### src/rtl/core/vmd_pkg.sv
// Shared widths, types and the sine table builder for the vibrato delay block.
`timescale 1ns / 1ps
`default_nettype none

package vmd_pkg;

  localparam int SAMPLE_BITS    = 16;
  localparam int DEPTH_BITS     = 10;
  localparam int DELAY_BITS     = 11;
  localparam int PHASE_BITS     = 32;
  localparam int SINE_ENTRIES   = 1024;
  localparam int SINE_BITS      = $clog2(SINE_ENTRIES);
  localparam int SINE_W         = 16;
  localparam int CFG_INDEX_BITS = 2;
  localparam int CFG_DATA_BITS  = 32;

  // Q15 polynomial coefficients of the quarter-wave sine
  localparam longint SinA   = 51472;
  localparam longint SinB   = 21024;
  localparam longint SinC   = 2320;
  localparam longint Q15One = 32768;
  localparam longint Q15Max = 32767;

  typedef enum logic [CFG_INDEX_BITS-1:0] {
    CFG_DEPTH = 2'd0,
    CFG_STEP  = 2'd1
  } cfg_index_t;

  typedef logic signed [SINE_W-1:0] sine_t;
  typedef sine_t sine_rom_t [SINE_ENTRIES];

  typedef struct packed {
    logic signed [SAMPLE_BITS-1:0] left;
    logic signed [SAMPLE_BITS-1:0] right;
    logic [DELAY_BITS-1:0]         delay;
  } frame_t;

  typedef struct packed {
    logic load;     // request taken into the first stage
    logic advance;  // first stage moves into the store read stage
  } pipe_ctrl_t;

  function automatic longint quarter_sine(longint x);
    longint xx;
    longint inner;
    longint mid;
    longint y;
    xx    = (x * x) >> 15;
    inner = SinB - ((SinC * xx) >> 15);
    mid   = SinA - ((xx * inner) >> 15);
    y     = (x * mid) >> 15;
    if (y > Q15Max) begin
      y = Q15Max;
    end
    return y;
  endfunction

  function automatic sine_rom_t build_sine_rom();
    sine_rom_t rom;
    longint    four_k;
    longint    x;
    longint    mag;
    longint    quad;
    for (int k = 0; k < SINE_ENTRIES; k++) begin
      four_k = 4 * longint'(k);
      quad   = (four_k / SINE_ENTRIES) & 3;
      x      = ((four_k % SINE_ENTRIES) << 15) / SINE_ENTRIES;
      mag    = ((quad & 1) != 0) ? quarter_sine(Q15One - x) : quarter_sine(x);
      rom[k] = ((quad & 2) != 0) ? SINE_W'(-mag) : SINE_W'(mag);
    end
    return rom;
  endfunction

endpackage

`default_nettype wire

### src/rtl/core/vmd_flow.sv
// Stage valid tracking, stall generation and the output register.
`timescale 1ns / 1ps
`default_nettype none

module vmd_flow (
  input  wire logic                clk,
  input  wire logic                rst,
  input  wire logic                in_valid,
  input  wire logic                out_stall,
  input  wire vmd_pkg::frame_t     frame_in,
  output logic                     in_stall,
  output vmd_pkg::pipe_ctrl_t      ctrl,
  output logic                     out_valid,
  output vmd_pkg::frame_t          frame_out
);
  import vmd_pkg::*;

  logic v1;
  logic v2;
  logic move_out;

  always_comb begin
    move_out     = v2 && (!out_valid || !out_stall);
    ctrl.advance = v1 && (!v2 || move_out);
    ctrl.load    = in_valid && (!v1 || ctrl.advance);
    in_stall     = v1 && !ctrl.advance;
  end

  always_ff @(posedge clk) begin
    if (rst) begin
      v1        <= 1'b0;
      v2        <= 1'b0;
      out_valid <= 1'b0;
    end else begin
      v1        <= ctrl.load || (v1 && !ctrl.advance);
      v2        <= ctrl.advance || (v2 && !move_out);
      out_valid <= move_out || (out_valid && out_stall);
    end
  end

  always_ff @(posedge clk) begin
    if (move_out) begin
      frame_out <= frame_in;
    end
  end

endmodule

`default_nettype wire

### config.mk
export PLATFORM = sky130hd
export DESIGN_NAME = vmd_flow
export DESIGN_NICKNAME = d
export VERILOG_FILES = /design/src/rtl/core/vmd_pkg.sv /design/src/rtl/core/vmd_flow.sv
export SDC_FILE = /design/constraint.sdc
export NUM_CORES = 1
export LEC_CHECK = 0
export ABC_AREA = 0
export BUFFER_PORTS_ARGS = -buffer_cell sky130_fd_sc_hd__buf_4
export CORE_MARGIN = 3
export CORE_UTILIZATION = 25
export DETAILED_ROUTE_END_ITERATION = 12
export GPL_TIMING_DRIVEN = 0
export PLACE_DENSITY = 0.64
export SYNTH_ARGS = -nofsm -noshare
export SYNTH_HDL_FRONTEND = slang
export SYNTH_SLANG_ARGS = --single-unit
### constraint.sdc
create_clock -name clk -period 4.5 [get_ports clk]
set_clock_uncertainty 0.05 [all_clocks]
set_input_delay 1.125 -clock clk [delete_from_list [all_inputs] [get_ports clk]]
set_output_delay 1.125 -clock clk [all_outputs]
set_load 0.01 [all_outputs]
; ---- Word-level counts from Yosys, hierarchy flattened
; Cells that the tools add are included.
[totals]
word_cells = 24
ff_bits = 46
[op_classes]
reduce_logical = 18
[ops]
columns = operator, n
row1 = $logic_and 1x1->1, 6
row2 = $logic_not 1->1, 6
row3 = $logic_or 1x1->1, 6

; ---- Depth between registers and ports, before layout
; Gate-level depths: netlist of the first run.
[logic_depth]
depth_word = 8
depth_mapped = 2

; ---- Worst setup path before layout of the first run
; OpenSTA, ideal clock, no wires.
[synth_timing]
kind = input to register
from = input port out_stall
to = register frame_out[0] (netlist name), enable pin
setup_time_ns = 0.509
required_ns = 3.941
t_arrival_ns = 4.265
setup_slack_ns = -0.325
stages = 1
cell_sequence = a21boi_0
[synth_via]
elab_chain_cells = 3
[synth_lines]
columns = item, line
row1 = "start, declared", vmd_flow.sv:9  ; input wire logic out_stall,
row2 = $logic_not 1->1, vmd_flow.sv:23  ; move_out = v2 && (!out_valid || !out_stall);
row3 = $logic_or 1x1->1, vmd_flow.sv:23
row4 = $logic_and 1x1->1, vmd_flow.sv:23
row5 = "end signal, assigned", vmd_flow.sv:43  ; frame_out <= frame_in;
row6 = "end, declared", vmd_flow.sv:14  ; output vmd_pkg::frame_t frame_out
; No other way between the ends.
; A chain may end at the register's enable or synchronous reset.

==> results.md, run 1 <==
- Chip height: approximately 81 um
- ANT cells: 0
- DRT Pass-1 Iters: 4
- Remaining DRCs: 0
- Port Buffers: 93
- Initial core utilization: 0.268
- R2R depth: 2
- Synthesis-to-layout area growth: 65.9%
- Setup WS pre-CTS: ~1600 ps
- Synth Area in XOR/XNOR: 0
- H-tree levels: 2
- Total power: 843 uW
- Synth Area in Simple Gates: 0.0195
- Clk slew on worst S/H paths: ~80 ps
- Hold WC Path Type: reg2reg
- Leak: 0.000967 uW
- Fin crit share: 0.641
- Largest net degree at the start of global routing: 25
- CP arrival: ~1700 ps
- Number of global-route vias before repair: around 940
- Cell count after synthesis: 58
- Die width: 81.2 um
- CP Launch Point: out_stall
- Worst slew pin tran: roughly 720 ps
- Row cnt: 26
- Post-synthesis compound-gate area fraction: 0.0159
- Reg2Reg Setup Slack: about 2900 ps
- Final GP Congestion: roughly 0.71
- First-pass GRT wire length: 4490 um
- Inst Count DP: ~220
- Synth Area per Inst: around 24 um2
- CP Data Required Time: approximately 3300 ps
- Final slew viol count: 0
- Crit path max-delay cell type: and2_1
- Clk pwr share: 0.342
- Layout cells sized above 1: 0.631
- CP Class: in2out
- Synth Area in Adders: 0
- Syn Nets: between 100 and 150
- Nets: a little over 200
- Pint: slightly below 700 uW
- Outcome: finished, final reports clean
- Multiplexer share of the synthesized area: 0
- TritonCTS clock tree: built
- Fin. Hold Viols: 0
- Sequential power share: 0.578
- Dpl hpwl: 2560 um
- DR top layer: met4
- Die area: ~6600 um2
- Top-level port count: between 90 and 100
- Worst IR drop on VDD: around 0.15 mV
- Crit-path cells: buf_4 > nand4_1 > and2_1 > buf_4
- Largest family of logic cells by synthesized area: simple AND/OR/NAND/NOR gates
- Routed WL per cell: 13.7 um
- Worst-Skew Late Latency: about 280 ps
- Hold Crit Start: v1$_SDFF_PP0_
- Met1 WL: 976 um
- Initial antenna violation count: 0
- Core ar.: between 5000 and 6000 um2
- Routed via count: 918
- Via density: around 4.0
- Antenna Nets Post-Route: 0
- Met3 wire length: roughly 370 um
- GRT Util Overall: 0.0938
- Setup_tns: 0 ps
- Met2 WL: approximately 1800 um
- Post-synth cell types: 9
- Crit-path most repeated cell: buf_4
- Most common cell after layout, fill and taps aside: buf_4
- Final setup fails: 0
- Final worst setup slack: between 1500 and 2000 ps
- Resized cells post-CTS: 0
- DRT Wirelength: about 3100 um
- Comb pwr share: 0.080
- Num CTS Buffers: 5
- Synth warn: 0
- Max cap viols: 0
- Worst hold path cell count: 2
- DRT iter0 DRCs: 14
- CTS Root Cell: clkbuf_8
- Rel. slew slack: 0.517
- Num Clock Sinks: 46
- Postcts setup bufs: 0
- Worst setup SP type: input pin
- Worst r2r src: v2$_SDFF_PP0_
- Register area share after synthesis: 0.957
- Most frequent cells in the layout: 93 x buf_4, 43 x edfxtp_1, 5 x clkbuf_8
- Sw Pwr: roughly 150 uW
- # hold bufs at CTS: 0
- Max stage delay on crit path: roughly 200 ps
- Max frequency: between 300 and 400 MHz
- #FFs+latches synth: 46
- Sw Share: 0.180
- RSZ-0062 raised after global routing: false
- Mapped cell area: between 1000 and 1500 um2
- Pwr per Cell Area: about 360 nW/um2
- CP max FO: 4
- Max Buffers Root-to-Sink: 2
- CP endpoint kind: primary output
- Fin crit period: between 2000 and 3000 ps
- Fin cells: between 200 and 250
- Grt ovf: 0
cell usage after synthesis:
cell	n	area, um2
edfxtp_1	43	1290
nand4_1	1	6.26
nand3_1	1	5.00
dfxtp_1	3	60.1
a21oi_1	3	15.0
a21boi_0	1	7.51
and2_1	2	12.5
nor2_1	1	3.75
inv_1	3	11.3
metrics by stage:
stage	utilization	hold slack (ps)	cell area, um2
global route	0.445	449	2340
finish	0.445	418	2340
global placement	0.417	387	2200
CTS	0.445	423	2340
floorplan	-	378	1410
detailed placement	0.425	411	2240
per-layer routing:
metal | vias up | GRT usage
met2 | 58 | 0.177
met3 | 4 | 0.0466
met5 | - | 0
met1 | 433 | 0.0873
li1 | 423 | -
met4 | 0 | 0.0304
logic make-up (layout without fill, tap and decap cells):
family                 Yosys count  count (layout)
and+or+nand+nor                  5               5
DFF                             46              46
buffers and inverters            3             105
AOI/OAI and AO/OA                4               4
registers in the layout, indices dropped and copies added (netlist names):
register,cells
frame_out,43
out_valid,1
v1,1
v2,1
worst paths after layout:
check | end
hold / removal | v2$_SDFF_PP0_
setup reg to reg | frame_out[7]$_DFFE_PP_
hold reg to reg | v2$_SDFF_PP0_
setup / recovery | ctrl[1]
critical path, delay by kind of cell:
family | cells | cell delay (ps)
buf+inv | 2 | 250
simple gates | 2 | 340
area by class of cell:
class	count	area (um2)
clock inverters	1	30.0
fillers	493	2930
inverters	3	11.3
multi-input cells	9	61.3
repair buffers	94	726
flip-flops and latches	46	1350
clock buffers	7	76.3
well taps	70	87.6
power groups by stage:
stage                     clock network (uW)  logic [uW]  registers (uW)
after global routing                     317        72.5             489
after CTS                                300        68.4             488
after floorplan                            0        6.84             504
after detailed placement                   0        68.3             497
after global placement                     0        63.2             498
final                                    289        67.1             487
Note: power is estimated with default switching activity, not from simulation.
==> run 2: changes to the inputs <==
--- a/config.mk
+++ b/config.mk
@@ -11,7 +11,7 @@
 export CORE_UTILIZATION = 25
 export DETAILED_ROUTE_END_ITERATION = 12
 export GPL_TIMING_DRIVEN = 0
-export PLACE_DENSITY = 0.64
+export PLACE_DENSITY = 0.62
 export SYNTH_ARGS = -nofsm -noshare
 export SYNTH_HDL_FRONTEND = slang
 export SYNTH_SLANG_ARGS = --single-unit
==> constraint.sdc (replaced) <==
create_clock -name clk -period 2.8 [get_ports clk]
set_clock_uncertainty 0.05 [all_clocks]
set_input_delay 0.7 -clock clk [delete_from_list [all_inputs] [get_ports clk]]
set_output_delay 0.7 -clock clk [all_outputs]
set_load 0.01 [all_outputs]
==> results.md, run 2 (synthesis gave the netlist of run 1 again) <==
- Port Buffers: 93
- Top-level port count: 94
- Inst Count DP: ~220
- ANT cells: 0
- TritonCTS clock tree: built
- FILL cells: between 500 and 600
- Fin cells: 230
- Pwr per Cell Area: ~550 nW/um2
- Fin crit period: 2070 ps
- GRT Util Overall: 0.0990
- Num CTS Buffers: 5
- Fin. Hold Viols: 0
- Max Buffers Root-to-Sink: 2
- Antenna Nets Post-Route: 0
- Largest net degree at the start of global routing: 25
- Most flops, register: frame_out
- Initial antenna violation count: 0
- Final slew viol count: 0
- First-pass GRT wire length: 4710 um
- Worst slew pin tran: 739 ps
- DRT Wirelength: between 3000 and 4000 um
- Sw Pwr: 246 uW
- # hold bufs at CTS: 0
- Die width: 81.2 um
- CP bufs+invs: 2
- RSZ-0062 raised after global routing: false
- Remaining DRCs: 0
- Worst hold path cell count: 2
- Dpl hpwl: approximately 2600 um
- Worst IR drop on VDD: around 0.28 mV
- CP endpoint kind: primary output
- Max stage delay on crit path: 210 ps
- H-tree levels: 2
- Core ar.: ~5300 um2
- Final GP Congestion: roughly 0.73
- Setup WS pre-CTS: between 700 and 800 ps
- Postcts setup bufs: 0
- Resized cells post-CTS: 0
- Clk slew on worst S/H paths: roughly 80 ps
- Row cnt: 26
- Via density: ~4
- Total power: between 1000 and 1500 uW
- Worst-Skew Late Latency: between 200 and 300 ps
- DRT iter0 DRCs: 37
- Outcome: finished, final reports clean
- Design area: around 2300 um2
- Crit-path cells: buf_4 > nand4_1 > and2_1 > buf_4
- Max FFs per register: 43
- R2R depth: 2
- Max frequency: roughly 480 MHz
- CP max FO: 4
- Number of global-route vias before repair: ~940
- Sequential power share: 0.617
- DRT Pass-1 Iters: 3
- Crit path max-delay cell type: and2_1
- Crit. path cell count: 4
- Crit-path most repeated cell: buf_4
- Final setup fails: 0
- Reg2Reg Setup Slack: 1160 ps
- Placed Area: 2240 um2
- Multi-input combinational cell area: just over 60 um2
- CP Class: in2out
- CP Data Required Time: between 2000 and 2500 ps
- Max cap viols: 0
- Clk pwr share: 0.297
- Leak: between 0.0009 and 0.001 uW
- Worst setup SP type: input pin
- Cell family with most CP delay: simple AND/OR/NAND/NOR gates
- Num Clock Sinks: 46
- Die area: 6590 um2
- Pint: around 1000 uW
- Layout cells sized above 1: 0.625
- Nets: approximately 210
- Most common cell after layout, fill and taps aside: buf_4
- Grt ovf: 0
- Rel. slew slack: 0.506
- Comb pwr share: 0.086
- Most frequent cells in the layout: 93 x buf_4, 43 x edfxtp_1, 5 x clkbuf_8
- Fin crit share: 0.738
- Sequential cell area: 1350 um2
- Routed WL per cell: around 14 um
- Hold WC Path Type: reg2reg
- Synthesis-to-layout area growth: 64.0%
- CTS Root Cell: clkbuf_8
- Initial core utilization: 0.268
- CP arrival: 1320 ps
- Sw Share: 0.194
- Routed via count: 910
- Final worst setup slack: 735 ps
- Chip height: ~80 um
[run 2: cell types whose count changed in the layout (fill, tap and decap cells not counted), sizes merged]
cell,delta
bufinv,-1
clkbuf,+1
[run 2: routing by layer]
| metal | GRT usage | vias to the layer above | wire length, um |
|---|---|---|---|
| li1 | - | 424 | - |
| met1 | 0.0956 | 426 | 1030 |
| met2 | 0.176 | 56 | 1800 |
| met3 | 0.0554 | 4 | 445 |
| met4 | 0.0355 | 0 | 27 |
| met5 | 0 | - | 0 |
[run 2: tightest hold or removal path, stage by stage, from the launching register on]
cell     delay [ps]
dfxtp_1         330
inv_1            60
a21oi_1          70
[run 2: per-stage QoR]
stage	TNS (ps)	hold slack [ps]	utilization
global route	0	484	0.440
finish	0	449	0.440
floorplan	0	378	-
detailed placement	0	435	0.425
CTS	0	452	0.440
global placement	-6930	389	0.418
[run 2: path summary, 6_finish.rpt]
path	startpoint	endpoint
min	v1$_SDFF_PP0_	v2$_SDFF_PP0_
min reg2reg	v1$_SDFF_PP0_	v2$_SDFF_PP0_
max reg2reg	v2$_SDFF_PP0_	frame_out[29]$_DFFE_PP_
max	out_stall	ctrl[1]
[run 2: area by class of cell]
type | count | share of cell area
inverter | 3 | 0.00486
multi-input combinational | 9 | 0.0265
clock buffer | 8 | 0.0346
tap | 70 | 0.0378
sequential | 46 | 0.583
timing repair buffer | 94 | 0.313
[run 2: power by group through the flow]
stage                     clock network, uW  registers (uW)  logic, uW
after floorplan                           0             809       11.2
after global placement                    0             799        103
after detailed placement                  0             799        111
after CTS                               390             783        111
after global routing                    423             785        117
final                                   377             783        109
==> run 3: changes to the inputs <==
--- a/config.mk
+++ b/config.mk
@@ -11,7 +11,7 @@
 export CORE_UTILIZATION = 25
 export DETAILED_ROUTE_END_ITERATION = 12
 export GPL_TIMING_DRIVEN = 0
-export PLACE_DENSITY = 0.62
+export PLACE_DENSITY = 0.64
 export SYNTH_ARGS = -nofsm -noshare
 export SYNTH_HDL_FRONTEND = slang
 export SYNTH_SLANG_ARGS = --single-unit
==> constraint.sdc (replaced) <==
create_clock -name clk -period 1.7 [get_ports clk]
set_clock_uncertainty 0.05 [all_clocks]
set_input_delay 0.425 -clock clk [delete_from_list [all_inputs] [get_ports clk]]
set_output_delay 0.425 -clock clk [all_outputs]
set_load 0.01 [all_outputs]
==> results.md, run 3 (synthesis gave the netlist of run 1 again) <==
- Hold WC Path Type: in2reg
- Initial core utilization: 0.268
- TritonCTS clock tree: built
- Chip height: about 81 um
- Final setup fails: 0
- DRT Pass-1 Iters: 4
- CP endpoint kind: primary output
- Max Buffers Root-to-Sink: 2
- Top-level port count: between 90 and 100
- Clk slew on worst S/H paths: 80 ps
- Max cap viols: 0
- Worst setup SP type: register
- Outcome: finished, final reports clean
- Initial antenna violation count: 0
- Fin crit share: 0.945
- Port Buffers: 93
- Rel. slew slack: 0.519
- Max frequency: 623 MHz
- H-tree levels: 2
- Most flops, register: frame_out
- Nets: 210
- Most common cell after layout, fill and taps aside: buf_4
- Num CTS Buffers: 5
- Worst-Skew Late Latency: 290 ps
- Fin util: 0.445
- Fin crit period: roughly 1600 ps
- Final slew viol count: 0
- Most frequent cells in the layout: 97 x buf_4, 43 x edfxtp_1, 5 x clkbuf_8
- Row cnt: 26
- CP max FO: 5
- Antenna Nets Post-Route: 0
- CP Class: reg2out
- CP Data Required Time: between 1000 and 1500 ps
- Design area: 2350 um2
- Routed via count: about 910
- GRT Util Overall: 0.100
- CP arrival: 1130 ps
- FILL cells: 500
- Routed WL per cell: between 10 and 15 um
- Die area: 6590 um2
- Remaining DRCs: 0
- First-pass GRT wire length: approximately 4800 um
- DRT Wirelength: about 3300 um
- Worst IR drop on VDD: around 0.39 mV
- Num Clock Sinks: 46
- Dpl hpwl: approximately 2500 um
- Worst hold slack: ~250 ps
- Leak: 0.000973 uW
- Core ar.: ~5300 um2
- Via density: between 3 and 4
- Number of global-route vias before repair: just under 1000
- CTS Root Cell: clkbuf_8
- Synthesis-to-layout area growth: 66.1%
- Fin. Hold Viols: 0
- Pwr per Cell Area: around 890 nW/um2
- # hold bufs at CTS: 0
- Worst slew pin tran: just over 700 ps
- ANT cells: 0
- DRT iter0 DRCs: 12
- Placed Area: ~2200 um2
- Die width: 81.2 um
- Max FFs per register: between 40 and 50
- Grt ovf: 0
- Largest net degree at the start of global routing: 23
- Final GP Congestion: between 0.6 and 0.7
- Layout cells sized above 1: 0.659
-- run 3: cell types whose count changed in the layout (fill, tap and decap cells not counted) --
cell and change:
buf_4 +4, buf_16 -1, dfxtp_4 +1, clkinv_2 +2, dfxtp_2 +1, clkbuf_1 -2, dfxtp_1 -2, a21boi_4 +1
-- run 3: what timing repair did --
action / 4_1_cts / 5_1_grt
endpoints found under the hold margin: 0 / 0
pin swaps: 0 / 1
setup endpoints to repair: 44 / 1
setup buffers: 0 / 4
gates cloned: 1 / 0
resized for setup: 4 / 0
-- run 3: layout make-up --
class	instances	area, um2	share of cell area
well taps	70	87.6	0.0373
repair buffers	97	728	0.310
clock inverters	2	10.0	0.00427
flip-flops and latches	46	1360	0.578
multi-input cells	10	80.1	0.0341
clock buffers	6	72.6	0.0309
inverters	3	11.3	0.00480
-- run 3: critical path: stages (launching register included) --
cell	delay [ps]
dfxtp_2	380
nand4_1	140
buf_4	160
inv_1	50
buf_4	110
-- run 3: per-stage QoR --
stage               setup TNS [ps]  instances  total power (uW)  setup slack (ps)
finish                           0        234              2090              93.7
floorplan                        0         58              1350              44.2
detailed placement          -18130        221              1490              -423
global route                 -1.16        234              2190             -1.16
CTS                          -9.55        230              2130             -9.55
global placement            -14010        221              1480              -328
-- run 3: final timing paths --
path	start	cells after the start	slack, ps	to
setup / recovery	v2$_SDFF_PP0_	4	90	in_stall
setup reg to reg	out_valid$_SDFF_PP0_	2	190	frame_out[13]$_DFFE_PP_
hold / removal	rst	2	250	v2$_SDFF_PP0_
hold reg to reg	v1$_SDFF_PP0_	2	420	v2$_SDFF_PP0_
-- run 3: layer usage --
| layer | vias to the layer above | GRT usage | part of all wire |
|---|---|---|---|
| li1 | 433 | - | - |
| met1 | 413 | 0.0949 | 0.33 |
| met2 | 58 | 0.179 | 0.53 |
| met3 | 2 | 0.0588 | 0.13 |
| met4 | 0 | 0.0355 | 0.0039 |
| met5 | - | 0 | 0 |
-- run 3: power breakdown --
| part | leakage (uW) | internal (uW) | switching, uW |
|---|---|---|---|
| Clock | 0.0000450 | 285 | 334 |
| Combinational | 0.000508 | 112 | 66.6 |
| Sequential | 0.000421 | 1280 | 11.8 |
